--- config.mk ---
export PLATFORM = sky130hd
export DESIGN_NAME = grid_ray_cell_traversal_flat
export DESIGN_NICKNAME = d
export VERILOG_FILES = /design/src/design/grt_pkg.sv /design/src/design/grt_if.sv /design/src/design/grt_front.sv /design/src/design/grt_queue.sv /design/src/design/grt_back.sv /design/src/design/grid_ray_cell_traversal.sv /design/src/flat_wrapper.sv
export SDC_FILE = /design/constraint.sdc
export NUM_CORES = 1
export LEC_CHECK = 0
export BUFFER_PORTS_ARGS = -buffer_cell sky130_fd_sc_hd__buf_2
export CELL_PAD_IN_SITES_DETAIL_PLACEMENT = 1
export CELL_PAD_IN_SITES_GLOBAL_PLACEMENT = 1
export CORE_MARGIN = 5
export CORE_UTILIZATION = 54
export CTS_CLUSTER_SIZE = 25
export DETAILED_ROUTE_END_ITERATION = 8
export PLACE_DENSITY_LB_ADDON = 0.1
export SYNTH_ARGS = -nofsm -noshare
export SYNTH_HDL_FRONTEND = slang
export SYNTH_HIERARCHICAL = 1
export SYNTH_SLANG_ARGS = --single-unit
--- constraint.sdc ---
create_clock -name clk -period 10.2 [get_ports clk]
set_clock_uncertainty 0.05 [all_clocks]
set_input_delay 2.04 -clock clk [delete_from_list [all_inputs] [get_ports clk]]
set_output_delay 2.04 -clock clk [all_outputs]
set_load 0.01 [all_outputs]
--- src/design/grt_pkg.sv ---
package grt_pkg;

  // Coordinate words are 13 bits regardless of how many of them are fraction.
  localparam int COORD_W     = 13;
  localparam int CELL_OUT_W  = 5;
  // Error term width covers the widest fraction setting (16 bits).
  localparam int ERR_W       = 34;
  localparam int MAX_RESULTS = 64;
  localparam int CNT_W       = 7;

  typedef enum logic [1:0] {
    F_IDLE,
    F_PREP,
    F_MUL,
    F_PUSH
  } grt_front_state_t;

  // One classified ray, ready for the walker. The err, x_gain and y_loss
  // fields are two's complement words of ERR_W bits.
  typedef struct packed {
    logic [COORD_W-1:0] start_x;
    logic [COORD_W-1:0] start_y;
    logic [COORD_W-1:0] stop_x;
    logic [COORD_W-1:0] stop_y;
    logic               step_x;
    logic               dec_x;
    logic               step_y;
    logic               dec_y;
    logic               incl;
    logic [ERR_W-1:0]   err;
    logic [ERR_W-1:0]   x_gain;
    logic [ERR_W-1:0]   y_loss;
  } grt_job_t;

endpackage

--- src/design/grt_if.sv ---
interface grt_ray_if;
  import grt_pkg::*;

  logic               valid;
  logic               ready;
  logic [COORD_W-1:0] start_x;
  logic [COORD_W-1:0] start_y;
  logic [COORD_W-1:0] end_x;
  logic [COORD_W-1:0] end_y;
  logic               include_end;

  modport source (output valid, start_x, start_y, end_x, end_y, include_end,
                  input ready);
  modport sink (input valid, start_x, start_y, end_x, end_y, include_end,
                output ready);
endinterface

interface grt_cell_if;
  import grt_pkg::*;

  logic                  valid;
  logic                  ready;
  logic [CELL_OUT_W-1:0] cell_x;
  logic [CELL_OUT_W-1:0] cell_y;
  logic                  cell_valid;
  logic                  last_cell;

  modport source (output valid, cell_x, cell_y, cell_valid, last_cell,
                  input ready);
  modport sink (input valid, cell_x, cell_y, cell_valid, last_cell,
                output ready);
endinterface

--- src/design/grt_front.sv ---
module grt_front #(
  parameter int FRAC_BITS = 8
) (
  input  logic              clk,
  input  logic              rst,
  grt_ray_if.sink           ray,
  output logic              q_valid,
  input  logic              q_ready,
  output grt_pkg::grt_job_t q_job
);
  import grt_pkg::*;

  localparam int XW = COORD_W + FRAC_BITS;
  localparam int FW = FRAC_BITS + 1;
  localparam int PW = FW + COORD_W;

  grt_front_state_t state, state_next;

  logic [COORD_W-1:0] x0, y0, x1, y1;
  logic               incl;

  logic [COORD_W-1:0] dx, dy;
  logic [FW-1:0]      fx, fy;
  logic               sx, nx, sy, ny, bias;
  logic [COORD_W-1:0] cx0, cy0, cx1, cy1;

  logic [PW-1:0]      ex, ey;

  logic [XW-1:0]      x0e, y0e, x1e, y1e;
  logic [COORD_W-1:0] dx_c, dy_c;
  logic               sx_c, nx_c, sy_c, ny_c;
  logic [FW-1:0]      fx_c, fy_c;
  logic [FW-1:0]      one_c;

  always_comb begin
    state_next = state;
    unique case (state)
      F_IDLE: if (ray.valid) state_next = F_PREP;
      F_PREP: state_next = F_MUL;
      F_MUL:  state_next = F_PUSH;
      F_PUSH: if (q_ready) state_next = F_IDLE;
      default: state_next = F_IDLE;
    endcase
  end

  always_comb begin
    ray.ready = (state == F_IDLE);
    q_valid   = (state == F_PUSH);
  end

  always_ff @(posedge clk) begin
    if (rst) begin
      state <= F_IDLE;
    end else begin
      state <= state_next;
    end
  end

  // Fractions and cell indices come from the coordinates widened past the
  // fraction field, so any fraction width works with 13-bit words.
  always_comb begin
    x0e   = XW'(x0);
    y0e   = XW'(y0);
    x1e   = XW'(x1);
    y1e   = XW'(y1);
    one_c = FW'(1) << FRAC_BITS;
    sx_c  = (x1 != x0);
    nx_c  = (x1 < x0);
    sy_c  = (y1 != y0);
    ny_c  = (y1 < y0);
    dx_c  = nx_c ? x0 - x1 : x1 - x0;
    dy_c  = ny_c ? y0 - y1 : y1 - y0;
    if (!sx_c) begin
      fx_c = '0;
    end else if (nx_c) begin
      fx_c = FW'(x0e[FRAC_BITS-1:0]);
    end else begin
      fx_c = one_c - FW'(x0e[FRAC_BITS-1:0]);
    end
    if (!sy_c) begin
      fy_c = '0;
    end else if (ny_c) begin
      fy_c = FW'(y0e[FRAC_BITS-1:0]);
    end else begin
      fy_c = one_c - FW'(y0e[FRAC_BITS-1:0]);
    end
  end

  always_ff @(posedge clk) begin
    if (ray.valid && ray.ready) begin
      x0   <= ray.start_x;
      y0   <= ray.start_y;
      x1   <= ray.end_x;
      y1   <= ray.end_y;
      incl <= ray.include_end;
    end
    if (state == F_PREP) begin
      dx   <= dx_c;
      dy   <= dy_c;
      fx   <= fx_c;
      fy   <= fy_c;
      sx   <= sx_c;
      nx   <= nx_c;
      sy   <= sy_c;
      ny   <= ny_c;
      cx0  <= COORD_W'(x0e >> FRAC_BITS);
      cy0  <= COORD_W'(y0e >> FRAC_BITS);
      cx1  <= COORD_W'(x1e >> FRAC_BITS);
      cy1  <= COORD_W'(y1e >> FRAC_BITS);
      // Ties go to the y step when x falls toward a whole end row that is
      // itself left out.
      bias <= !incl && nx_c && (y1e[FRAC_BITS-1:0] == '0);
    end
    if (state == F_MUL) begin
      ex <= PW'(fx * dy);
      ey <= PW'(fy * dx);
    end
  end

  always_comb begin
    q_job.start_x = cx0;
    q_job.start_y = cy0;
    q_job.stop_x  = cx1;
    q_job.stop_y  = cy1;
    q_job.step_x  = sx;
    q_job.dec_x   = nx;
    q_job.step_y  = sy;
    q_job.dec_y   = ny;
    q_job.incl    = incl;
    q_job.err     = ((ERR_W'(ex) - ERR_W'(ey)) << 1) + ERR_W'(bias);
    q_job.x_gain  = ERR_W'(dy) << (FRAC_BITS + 1);
    q_job.y_loss  = ERR_W'(dx) << (FRAC_BITS + 1);
  end

endmodule

--- src/design/grt_queue.sv ---
module grt_queue (
  input  logic              clk,
  input  logic              rst,
  input  logic              push_valid,
  output logic              push_ready,
  input  grt_pkg::grt_job_t push_job,
  output logic              pop_valid,
  input  logic              pop_ready,
  output grt_pkg::grt_job_t pop_job
);
  import grt_pkg::*;

  localparam int DEPTH = 2;

  grt_job_t   slots [DEPTH];
  logic       wr_ptr, rd_ptr;
  logic [1:0] count;
  logic       do_push, do_pop;

  assign push_ready = (count != 2'(DEPTH));
  assign pop_valid  = (count != 2'd0);
  assign pop_job    = slots[rd_ptr];
  assign do_push    = push_valid && push_ready;
  assign do_pop     = pop_valid && pop_ready;

  always_ff @(posedge clk) begin
    if (do_push) begin
      slots[wr_ptr] <= push_job;
    end
  end

  always_ff @(posedge clk) begin
    if (rst) begin
      wr_ptr <= 1'b0;
      rd_ptr <= 1'b0;
      count  <= 2'd0;
    end else begin
      if (do_push) wr_ptr <= ~wr_ptr;
      if (do_pop)  rd_ptr <= ~rd_ptr;
      count <= count + 2'(do_push) - 2'(do_pop);
    end
  end

  a_count_bound: assert property (@(posedge clk) disable iff (rst)
    count <= 2'(DEPTH))
    else $error("queue count beyond depth");

  a_ptr_count: assert property (@(posedge clk) disable iff (rst)
    (count == 2'd0 || count == 2'(DEPTH)) |-> (wr_ptr == rd_ptr))
    else $error("queue pointers disagree with count");

endmodule

--- src/design/grt_back.sv ---
module grt_back #(
  parameter int CAP = 63
) (
  input  logic              clk,
  input  logic              rst,
  input  logic              q_valid,
  output logic              q_ready,
  input  grt_pkg::grt_job_t q_job,
  grt_cell_if.source        visit
);
  import grt_pkg::*;

  logic               active;
  logic [CNT_W-1:0]   n;
  logic [COORD_W-1:0] cur_x, cur_y;
  logic [ERR_W-1:0]   err;
  grt_job_t           job;

  logic                  o_valid;
  logic [CELL_OUT_W-1:0] o_x, o_y;
  logic                  o_cv, o_last;

  logic               adv, at_end, empty, step_y, guard, new_end, cap_hit, last;
  logic [COORD_W-1:0] nx, ny;
  logic [ERR_W-1:0]   err_next;

  assign q_ready = !active;
  assign adv     = !o_valid || visit.ready;

  always_comb begin
    at_end  = (cur_x == job.stop_x) && (cur_y == job.stop_y);
    empty   = at_end && !job.incl;
    if (!job.step_y) begin
      step_y = 1'b0;
    end else if (!job.step_x) begin
      step_y = 1'b1;
    end else begin
      step_y = ($signed(err) > 0);
    end
    nx       = cur_x;
    ny       = cur_y;
    err_next = err;
    if (step_y) begin
      guard    = (cur_y == job.stop_y);
      ny       = job.dec_y ? cur_y - COORD_W'(1) : cur_y + COORD_W'(1);
      err_next = err - job.y_loss;
    end else begin
      guard    = !job.step_x || (cur_x == job.stop_x);
      nx       = job.dec_x ? cur_x - COORD_W'(1) : cur_x + COORD_W'(1);
      err_next = err + job.x_gain;
    end
    new_end = (nx == job.stop_x) && (ny == job.stop_y);
    cap_hit = (n == CNT_W'(CAP - 1));
    // Looking one step ahead marks the cell before an excluded end cell.
    last    = empty || at_end || cap_hit || guard || (new_end && !job.incl);
  end

  always_ff @(posedge clk) begin
    if (rst) begin
      active  <= 1'b0;
      o_valid <= 1'b0;
    end else begin
      if (!active && q_valid) begin
        active <= 1'b1;
      end else if (active && adv && last) begin
        active <= 1'b0;
      end
      if (adv) begin
        o_valid <= active;
      end
    end
  end

  always_ff @(posedge clk) begin
    if (!active && q_valid) begin
      job   <= q_job;
      cur_x <= q_job.start_x;
      cur_y <= q_job.start_y;
      err   <= q_job.err;
      n     <= '0;
    end else if (active && adv) begin
      cur_x <= nx;
      cur_y <= ny;
      err   <= err_next;
      n     <= n + CNT_W'(1);
    end
    if (active && adv) begin
      o_x    <= empty ? '0 : cur_x[CELL_OUT_W-1:0];
      o_y    <= empty ? '0 : cur_y[CELL_OUT_W-1:0];
      o_cv   <= !empty;
      o_last <= last;
    end
  end

  assign visit.valid      = o_valid;
  assign visit.cell_x     = o_x;
  assign visit.cell_y     = o_y;
  assign visit.cell_valid = o_cv;
  assign visit.last_cell  = o_last;

  a_empty_is_last: assert property (@(posedge clk) disable iff (rst)
    (visit.valid && !visit.cell_valid) |-> visit.last_cell)
    else $error("empty ray word not marked last");

  a_count_cap: assert property (@(posedge clk) disable iff (rst)
    active |-> (n < CNT_W'(CAP)))
    else $error("result count passed the cap");

  a_load: assert property (@(posedge clk) disable iff (rst)
    (q_valid && q_ready) |=> (active && n == '0))
    else $error("job load did not start a walk");

endmodule

--- src/design/grid_ray_cell_traversal.sv ---
// Grid ray traversal: walks a ray segment across a square grid and lists the
// cells it crosses, in order from the start cell toward the end cell.
//
// Input channel (ray): one word per ray, start and end points in unsigned
// fixed point with FRAC_BITS fraction bits, and include_end to also list the
// cell that holds the end point. Output channel (visit): one word per cell,
// with last_cell set on the final word of each ray. A ray that crosses no
// cell gives a single word with cell_valid clear.
//
// The front end takes a ray through capture, classify, multiply and hand-off,
// then pushes the job into the queue; the walker loads it from there, and
// each cell word it makes is held in the output register.
// Throughput: the walker emits one cell per cycle while the receiver takes
// them, and a ray gives at most 2*GRID_CELLS-1 result words (63 on the
// default grid). The front end runs ahead by up to two rays in the job queue.
//
// Reset (rst, synchronous) empties the queue and the output register; no
// clearing pass is needed. When the receiver stalls, the output register
// holds its word, the walker pauses, and the queue and front end keep
// accepting rays until the queue is full.
module grid_ray_cell_traversal #(
  parameter int GRID_CELLS = 32,
  parameter int FRAC_BITS  = 8
) (
  input  logic        clk,
  input  logic        rst,
  grt_ray_if.sink     ray,
  grt_cell_if.source  visit
);
  import grt_pkg::*;

  // A straight segment crosses at most 2*GRID_CELLS-1 cells.
  localparam int CAP = (2 * GRID_CELLS - 1 < MAX_RESULTS) ?
                       (2 * GRID_CELLS - 1) : MAX_RESULTS;

  logic     f_valid, f_ready;
  grt_job_t f_job;
  logic     b_valid, b_ready;
  grt_job_t b_job;

  // The front end turns endpoints into cell bounds, step directions and the
  // starting error term.
  grt_front #(.FRAC_BITS(FRAC_BITS)) u_front (
    .clk     (clk),
    .rst     (rst),
    .ray     (ray),
    .q_valid (f_valid),
    .q_ready (f_ready),
    .q_job   (f_job)
  );

  // The queue decouples setup from the walk so either side can stall alone.
  grt_queue u_queue (
    .clk        (clk),
    .rst        (rst),
    .push_valid (f_valid),
    .push_ready (f_ready),
    .push_job   (f_job),
    .pop_valid  (b_valid),
    .pop_ready  (b_ready),
    .pop_job    (b_job)
  );

  // The walker steps one cell per cycle on the sign of the error term while the output is not stalled.
  grt_back #(.CAP(CAP)) u_back (
    .clk     (clk),
    .rst     (rst),
    .q_valid (b_valid),
    .q_ready (b_ready),
    .q_job   (b_job),
    .visit   (visit)
  );

endmodule

--- src/flat_wrapper.sv ---
// flat-port wrapper written by rule: the top's interface ports become plain ports
module grid_ray_cell_traversal_flat import grt_pkg::*;
#(
  parameter int GRID_CELLS = 32,
  parameter int FRAC_BITS  = 8
)
  (clk, rst, ray_valid, ray_start_x, ray_start_y, ray_end_x, ray_end_y, ray_include_end, ray_ready, visit_valid, visit_cell_x, visit_cell_y, visit_cell_valid, visit_last_cell, visit_ready);
  grt_ray_if ray_i ();
  grt_cell_if visit_i ();
  input  logic clk;
  input  logic rst;
  input wire logic [$bits(ray_i.valid)-1:0] ray_valid;
  input wire logic [$bits(ray_i.start_x)-1:0] ray_start_x;
  input wire logic [$bits(ray_i.start_y)-1:0] ray_start_y;
  input wire logic [$bits(ray_i.end_x)-1:0] ray_end_x;
  input wire logic [$bits(ray_i.end_y)-1:0] ray_end_y;
  input wire logic [$bits(ray_i.include_end)-1:0] ray_include_end;
  output wire logic [$bits(ray_i.ready)-1:0] ray_ready;
  output wire logic [$bits(visit_i.valid)-1:0] visit_valid;
  output wire logic [$bits(visit_i.cell_x)-1:0] visit_cell_x;
  output wire logic [$bits(visit_i.cell_y)-1:0] visit_cell_y;
  output wire logic [$bits(visit_i.cell_valid)-1:0] visit_cell_valid;
  output wire logic [$bits(visit_i.last_cell)-1:0] visit_last_cell;
  input wire logic [$bits(visit_i.ready)-1:0] visit_ready;
  assign ray_i.valid = ray_valid;
  assign ray_i.start_x = ray_start_x;
  assign ray_i.start_y = ray_start_y;
  assign ray_i.end_x = ray_end_x;
  assign ray_i.end_y = ray_end_y;
  assign ray_i.include_end = ray_include_end;
  assign ray_ready = ray_i.ready;
  assign visit_valid = visit_i.valid;
  assign visit_cell_x = visit_i.cell_x;
  assign visit_cell_y = visit_i.cell_y;
  assign visit_cell_valid = visit_i.cell_valid;
  assign visit_last_cell = visit_i.last_cell;
  assign visit_i.ready = visit_ready;
  grid_ray_cell_traversal #(.GRID_CELLS(GRID_CELLS), .FRAC_BITS(FRAC_BITS)) u_core (.clk(clk), .rst(rst), .ray(ray_i), .visit(visit_i));
endmodule
==> run_summary.xml <==
<?xml version="1.0" encoding="UTF-8"?>
<metrics>
  <group name="global_routing">
    <metric name="top_usage_layer" unit="">met2</metric>
    <metric name="grt.met3_usage" unit="%">3.21</metric>
    <metric name="fraction_of_met2_tracks_used_by_global_routing" unit="%">44.3</metric>
    <metric name="grt_usage" unit="%">24.6</metric>
    <metric name="grt_overflow" unit="">0</metric>
    <metric name="grt_pass1_vias" unit="">28200</metric>
    <metric name="grt_pass1_wl" unit="mm">156</metric>
    <metric name="pin_count_of_the_biggest_net_entering_global_routing" unit="">160</metric>
    <metric name="antenna_found_initial" unit="">4</metric>
    <metric name="grt_use_met1" unit="%">30.1</metric>
  </group>
  <group name="critical_path">
    <metric name="crit_type" unit="">reg2reg</metric>
    <metric name="r2r-end" unit="">u_core/u_back/err[26]</metric>
    <metric name="reg2reg_from" unit="">u_core/u_back/err[27]</metric>
    <metric name="critical_path.endpoint_type" unit="">flip-flop</metric>
    <metric name="cp_max_fo" unit="">41</metric>
    <metric name="setup.worst_path.end" unit="">u_core/u_back/err[26]</metric>
    <metric name="arrival" unit="ps">6080</metric>
    <metric name="reg2reg_depth" unit="">17</metric>
    <metric name="cp_data_required_time" unit="ps">10490</metric>
    <metric name="cp-startpoint" unit="">u_core/u_back/err[27]</metric>
    <metric name="start_kind" unit="">flip-flop</metric>
    <metric name="rrSetupSlack" unit="ps">4400</metric>
  </group>
  <group name="routing">
    <metric name="wire_per_inst" unit="µm">22.5</metric>
    <metric name="antenna_left" unit="">0</metric>
    <metric name="avgViaCountPerCell" unit="">5.71</metric>
    <metric name="dr_total_vias" unit="">25100</metric>
    <metric name="drt-total-wl" unit="mm">99.2</metric>
    <metric name="drt_iter0_markers" unit="">1467</metric>
    <metric name="firstDrtPassIters" unit="">5</metric>
    <metric name="drc" unit="">0</metric>
  </group>
  <group name="clocking">
    <metric name="cts.hold.buffers_added" unit="">0</metric>
    <metric name="cts_resized" unit="">0</metric>
    <metric name="clkSlewWorstSetupHoldPaths" unit="ps">60</metric>
    <metric name="cts_buffer_depth" unit="">3</metric>
    <metric name="cts_htree_levels" unit="">3</metric>
    <metric name="cts_root_buffer" unit="">sky130_fd_sc_hd__clkbuf_16</metric>
    <metric name="cts_setup_buffers" unit="">0</metric>
    <metric name="cts-buffers-inserted" unit="">76</metric>
    <metric name="clk-insertion-delay-late" unit="ps">620</metric>
    <metric name="tritoncts" unit="">built</metric>
    <metric name="clock-sinks" unit="">671</metric>
  </group>
  <group name="sta">
    <metric name="setup_tns" unit="ps">0</metric>
    <metric name="final_worst_slack" unit="ps">4400</metric>
    <metric name="final_period_minus_worst_setup_slack" unit="ps">5800</metric>
    <metric name="drv_slew" unit="">0</metric>
    <metric name="tightest_slew" unit="ps">1070</metric>
    <metric name="setup_viol_count_final" unit="">0</metric>
    <metric name="min_period_over_period" unit="%">56.8</metric>
    <metric name="max-slew-margin-rel" unit="%">27.8</metric>
    <metric name="final-hold-violation-count" unit="">0</metric>
    <metric name="fmaxAchievable" unit="MHz">173</metric>
    <metric name="grt_setup_unrepaired" unit="">false</metric>
  </group>
  <group name="logic_synthesis">
    <metric name="postSynthAreaPerCell" unit="µm²">12.2</metric>
    <metric name="dominantRegCellSynth" unit="">sky130_fd_sc_hd__edfxtp_1</metric>
    <metric name="synthArstFlopShare" unit="%">0</metric>
    <metric name="syn-instance-count" unit="">3314</metric>
    <metric name="sequential_fraction_of_the_synthesis_area" unit="%">49.6</metric>
    <metric name="synth_enable_flop_cells" unit="">655</metric>
    <metric name="netlist-cell-type-count" unit="">94</metric>
    <metric name="ys_seq_elements" unit="">671</metric>
    <metric name="netlist_area" unit="µm²">40300</metric>
    <metric name="yosys_warnings" unit="">6</metric>
  </group>
  <group name="placement">
    <metric name="place_ws" unit="ps">4440</metric>
    <metric name="place.gp.congestion" unit="">0.862</metric>
    <metric name="dpl.hpwl" unit="mm">71.4</metric>
    <metric name="portBuffers" unit="">70</metric>
    <metric name="placed_cells" unit="">4261</metric>
  </group>
  <group name="floorplan">
    <metric name="dieArea" unit="µm²">80200</metric>
    <metric name="placement_rows" unit="">100</metric>
    <metric name="placeableCoreArea" unit="µm²">74200</metric>
    <metric name="dieWidth" unit="µm">283</metric>
    <metric name="initial_core_util" unit="%">54.3</metric>
    <metric name="ioPinCount" unit="">71</metric>
    <metric name="die_h" unit="µm">283</metric>
  </group>
  <group name="min_path">
    <metric name="hold-path-cell-count" unit="">0</metric>
    <metric name="holdCritPathClass" unit="">reg2reg</metric>
  </group>
  <group name="layout">
    <metric name="n_fill_cell" unit="">7529</metric>
    <metric name="design.final.nets" unit="">3813</metric>
    <metric name="drive_above_1_share" unit="%">11.6</metric>
    <metric name="finish.utilization" unit="%">58.6</metric>
    <metric name="finalNonFillerCells" unit="">4399</metric>
    <metric name="synthToLayoutAreaGrowth" unit="%">7.96</metric>
  </group>
  <group name="status">
    <metric name="outcome" unit="">complete, no violations</metric>
  </group>
  <group name="job">
    <metric name="max_cap_violations" unit="">0</metric>
  </group>
</metrics>
state kept, by name (all words and copies together) (netlist names), 7 cells and up, named ones only:
name                  count
u_core/u_back/job        99
u_core/u_front/x1        13
u_core/u_front/ex        22
u_core/u_back/err        34
u_core/u_front/x0        13
u_core/u_back/n           7
u_core/u_front/dy        13
u_core/u_front/fy         9
u_core/u_back/cur_x      13
u_core/u_front/y1        13
u_core/u_queue/slots    318
u_core/u_front/y0        13
u_core/u_back/cur_y      13
u_core/u_front/ey        22
u_core/u_front/fx         9
u_core/u_front/dx        13
kinds of logic (layout without fill, tap and decap cells):
family | after synthesis | after routing | share of synthesized area [%]
mux | 187 | 187 | 6.09
xor+xnor | 193 | 193 | 4.33
fa+ha+maj | 386 | 386 | 15.0
flops | 671 | 671 | 49.6
compound gates | 546 | 546 | 8.82
simple gates | 803 | 803 | 9.97
buf+inv | 527 | 567 | 6.14
other cells | 1 | 77 | 0.00931
worst min path at each step:
| stage | slack (ps) | from | end |
|---|---|---|---|
| floorplan | 370 | u_core/u_front/cy1[0] | u_core/u_queue/slots[0][107] |
| CTS | 370 | u_core/u_front/cx0[0] | u_core/u_queue/slots[0][146] |
| global placement | 370 | u_core/u_front/cx0[2] | u_core/u_queue/slots[0][148] |
| detailed placement | 390 | u_core/u_front/cy0[3] | u_core/u_queue/slots[0][136] |
| finish | 380 | u_core/u_front/cx0[0] | u_core/u_queue/slots[0][146] |
| global route | 390 | u_core/u_front/cx0[0] | u_core/u_queue/slots[1][146] |
layout by cell type (no fill, tap or decap), types with 70 or more instances in the layout:
master and count:
sky130_fd_sc_hd__edfxtp_1 655, sky130_fd_sc_hd__inv_1 343, sky130_fd_sc_hd__nand2_1 257, sky130_fd_sc_hd__ha_1 220
sky130_fd_sc_hd__fa_1 164, sky130_fd_sc_hd__a21oi_1 154, sky130_fd_sc_hd__nor2_1 149, sky130_fd_sc_hd__and2_1 147
sky130_fd_sc_hd__o21ai_0 120, sky130_fd_sc_hd__xnor2_1 112, sky130_fd_sc_hd__mux2_4 101, sky130_fd_sc_hd__clkbuf_16 77
sky130_fd_sc_hd__xor2_1 77, sky130_fd_sc_hd__conb_1 74, sky130_fd_sc_hd__buf_2 70
cell usage after synthesis, types with 15 or more instances:
cell type	count	area, µm²
sky130_fd_sc_hd__edfxtp_1	655	19700
sky130_fd_sc_hd__inv_1	344	1290
sky130_fd_sc_hd__nand2_1	259	972
sky130_fd_sc_hd__ha_1	222	2780
sky130_fd_sc_hd__fa_1	164	3280
sky130_fd_sc_hd__a21oi_1	154	771
sky130_fd_sc_hd__nor2_1	150	563
sky130_fd_sc_hd__and2_1	148	926
sky130_fd_sc_hd__o21ai_0	120	601
sky130_fd_sc_hd__xnor2_1	112	981
sky130_fd_sc_hd__mux2_4	101	1520
sky130_fd_sc_hd__buf_4	91	683
sky130_fd_sc_hd__xor2_1	77	674
sky130_fd_sc_hd__mux2_2	60	676
sky130_fd_sc_hd__a21o_1	59	443
sky130_fd_sc_hd__clkbuf_1	53	199
sky130_fd_sc_hd__nor3_1	40	200
sky130_fd_sc_hd__nand3_1	33	165
sky130_fd_sc_hd__o21a_1	31	233
sky130_fd_sc_hd__mux2i_1	26	260
sky130_fd_sc_hd__nand2b_1	25	156
sky130_fd_sc_hd__a211oi_1	23	173
sky130_fd_sc_hd__a31oi_1	22	138
sky130_fd_sc_hd__nor4_1	22	138
sky130_fd_sc_hd__nor2b_1	21	131
sky130_fd_sc_hd__and3_1	19	119
sky130_fd_sc_hd__buf_6	19	214
sky130_fd_sc_hd__nand4_1	18	113
sky130_fd_sc_hd__o211ai_1	18	135
sky130_fd_sc_hd__or3_1	18	113
sky130_fd_sc_hd__dfxtp_1	16	320
sky130_fd_sc_hd__o21bai_1	15	113
area by class of cell:
class	instances	area, µm²	area share, %
clock buffers	102	2030	4.67
well taps	969	1210	2.79
multi-input cells	2189	18100	41.7
diodes	3	7.51	0.0173
inverters	345	1300	2.99
clock inverters	33	312	0.716
repair buffers	87	503	1.16
flip-flops and latches	671	20000	46.0
critical path: stages (launching register included):
cell and delay [ps]:
sky130_fd_sc_hd__edfxtp_1 400, sky130_fd_sc_hd__nor4_1 540, sky130_fd_sc_hd__nand3_1 250, sky130_fd_sc_hd__o31a_2 380, sky130_fd_sc_hd__buf_4 290, sky130_fd_sc_hd__o21ai_0 240
sky130_fd_sc_hd__ha_1 190, sky130_fd_sc_hd__inv_1 50, sky130_fd_sc_hd__fa_1 400, sky130_fd_sc_hd__a21o_1 230, sky130_fd_sc_hd__a311o_1 390, sky130_fd_sc_hd__a2111oi_2 410
sky130_fd_sc_hd__nor2_1 180, sky130_fd_sc_hd__a211oi_1 440, sky130_fd_sc_hd__o21ai_0 260, sky130_fd_sc_hd__o311ai_2 390, sky130_fd_sc_hd__nor4b_1 320, sky130_fd_sc_hd__nor3_1 100
through the flow:
stage	area (µm²)	hold WS (ps)
floorplan	40600	371
global placement	41200	373
detailed placement	41200	389
CTS	43500	374
global route	43500	387
finish	43500	384
per-layer routing:
| metal | vias to the layer above | part of all wire [%] |
|---|---|---|
| met2 | 504 | 51 |
| met5 | - | 0 |
| li1 | 11600 | - |
| met1 | 12800 | 41 |
| met4 | 0 | 4.0 |
| met3 | 176 | 3.7 |
Power is left out: the tool's default activity adds up to more than one toggle a clock period on the data nets, which glitch-free logic cannot reach.
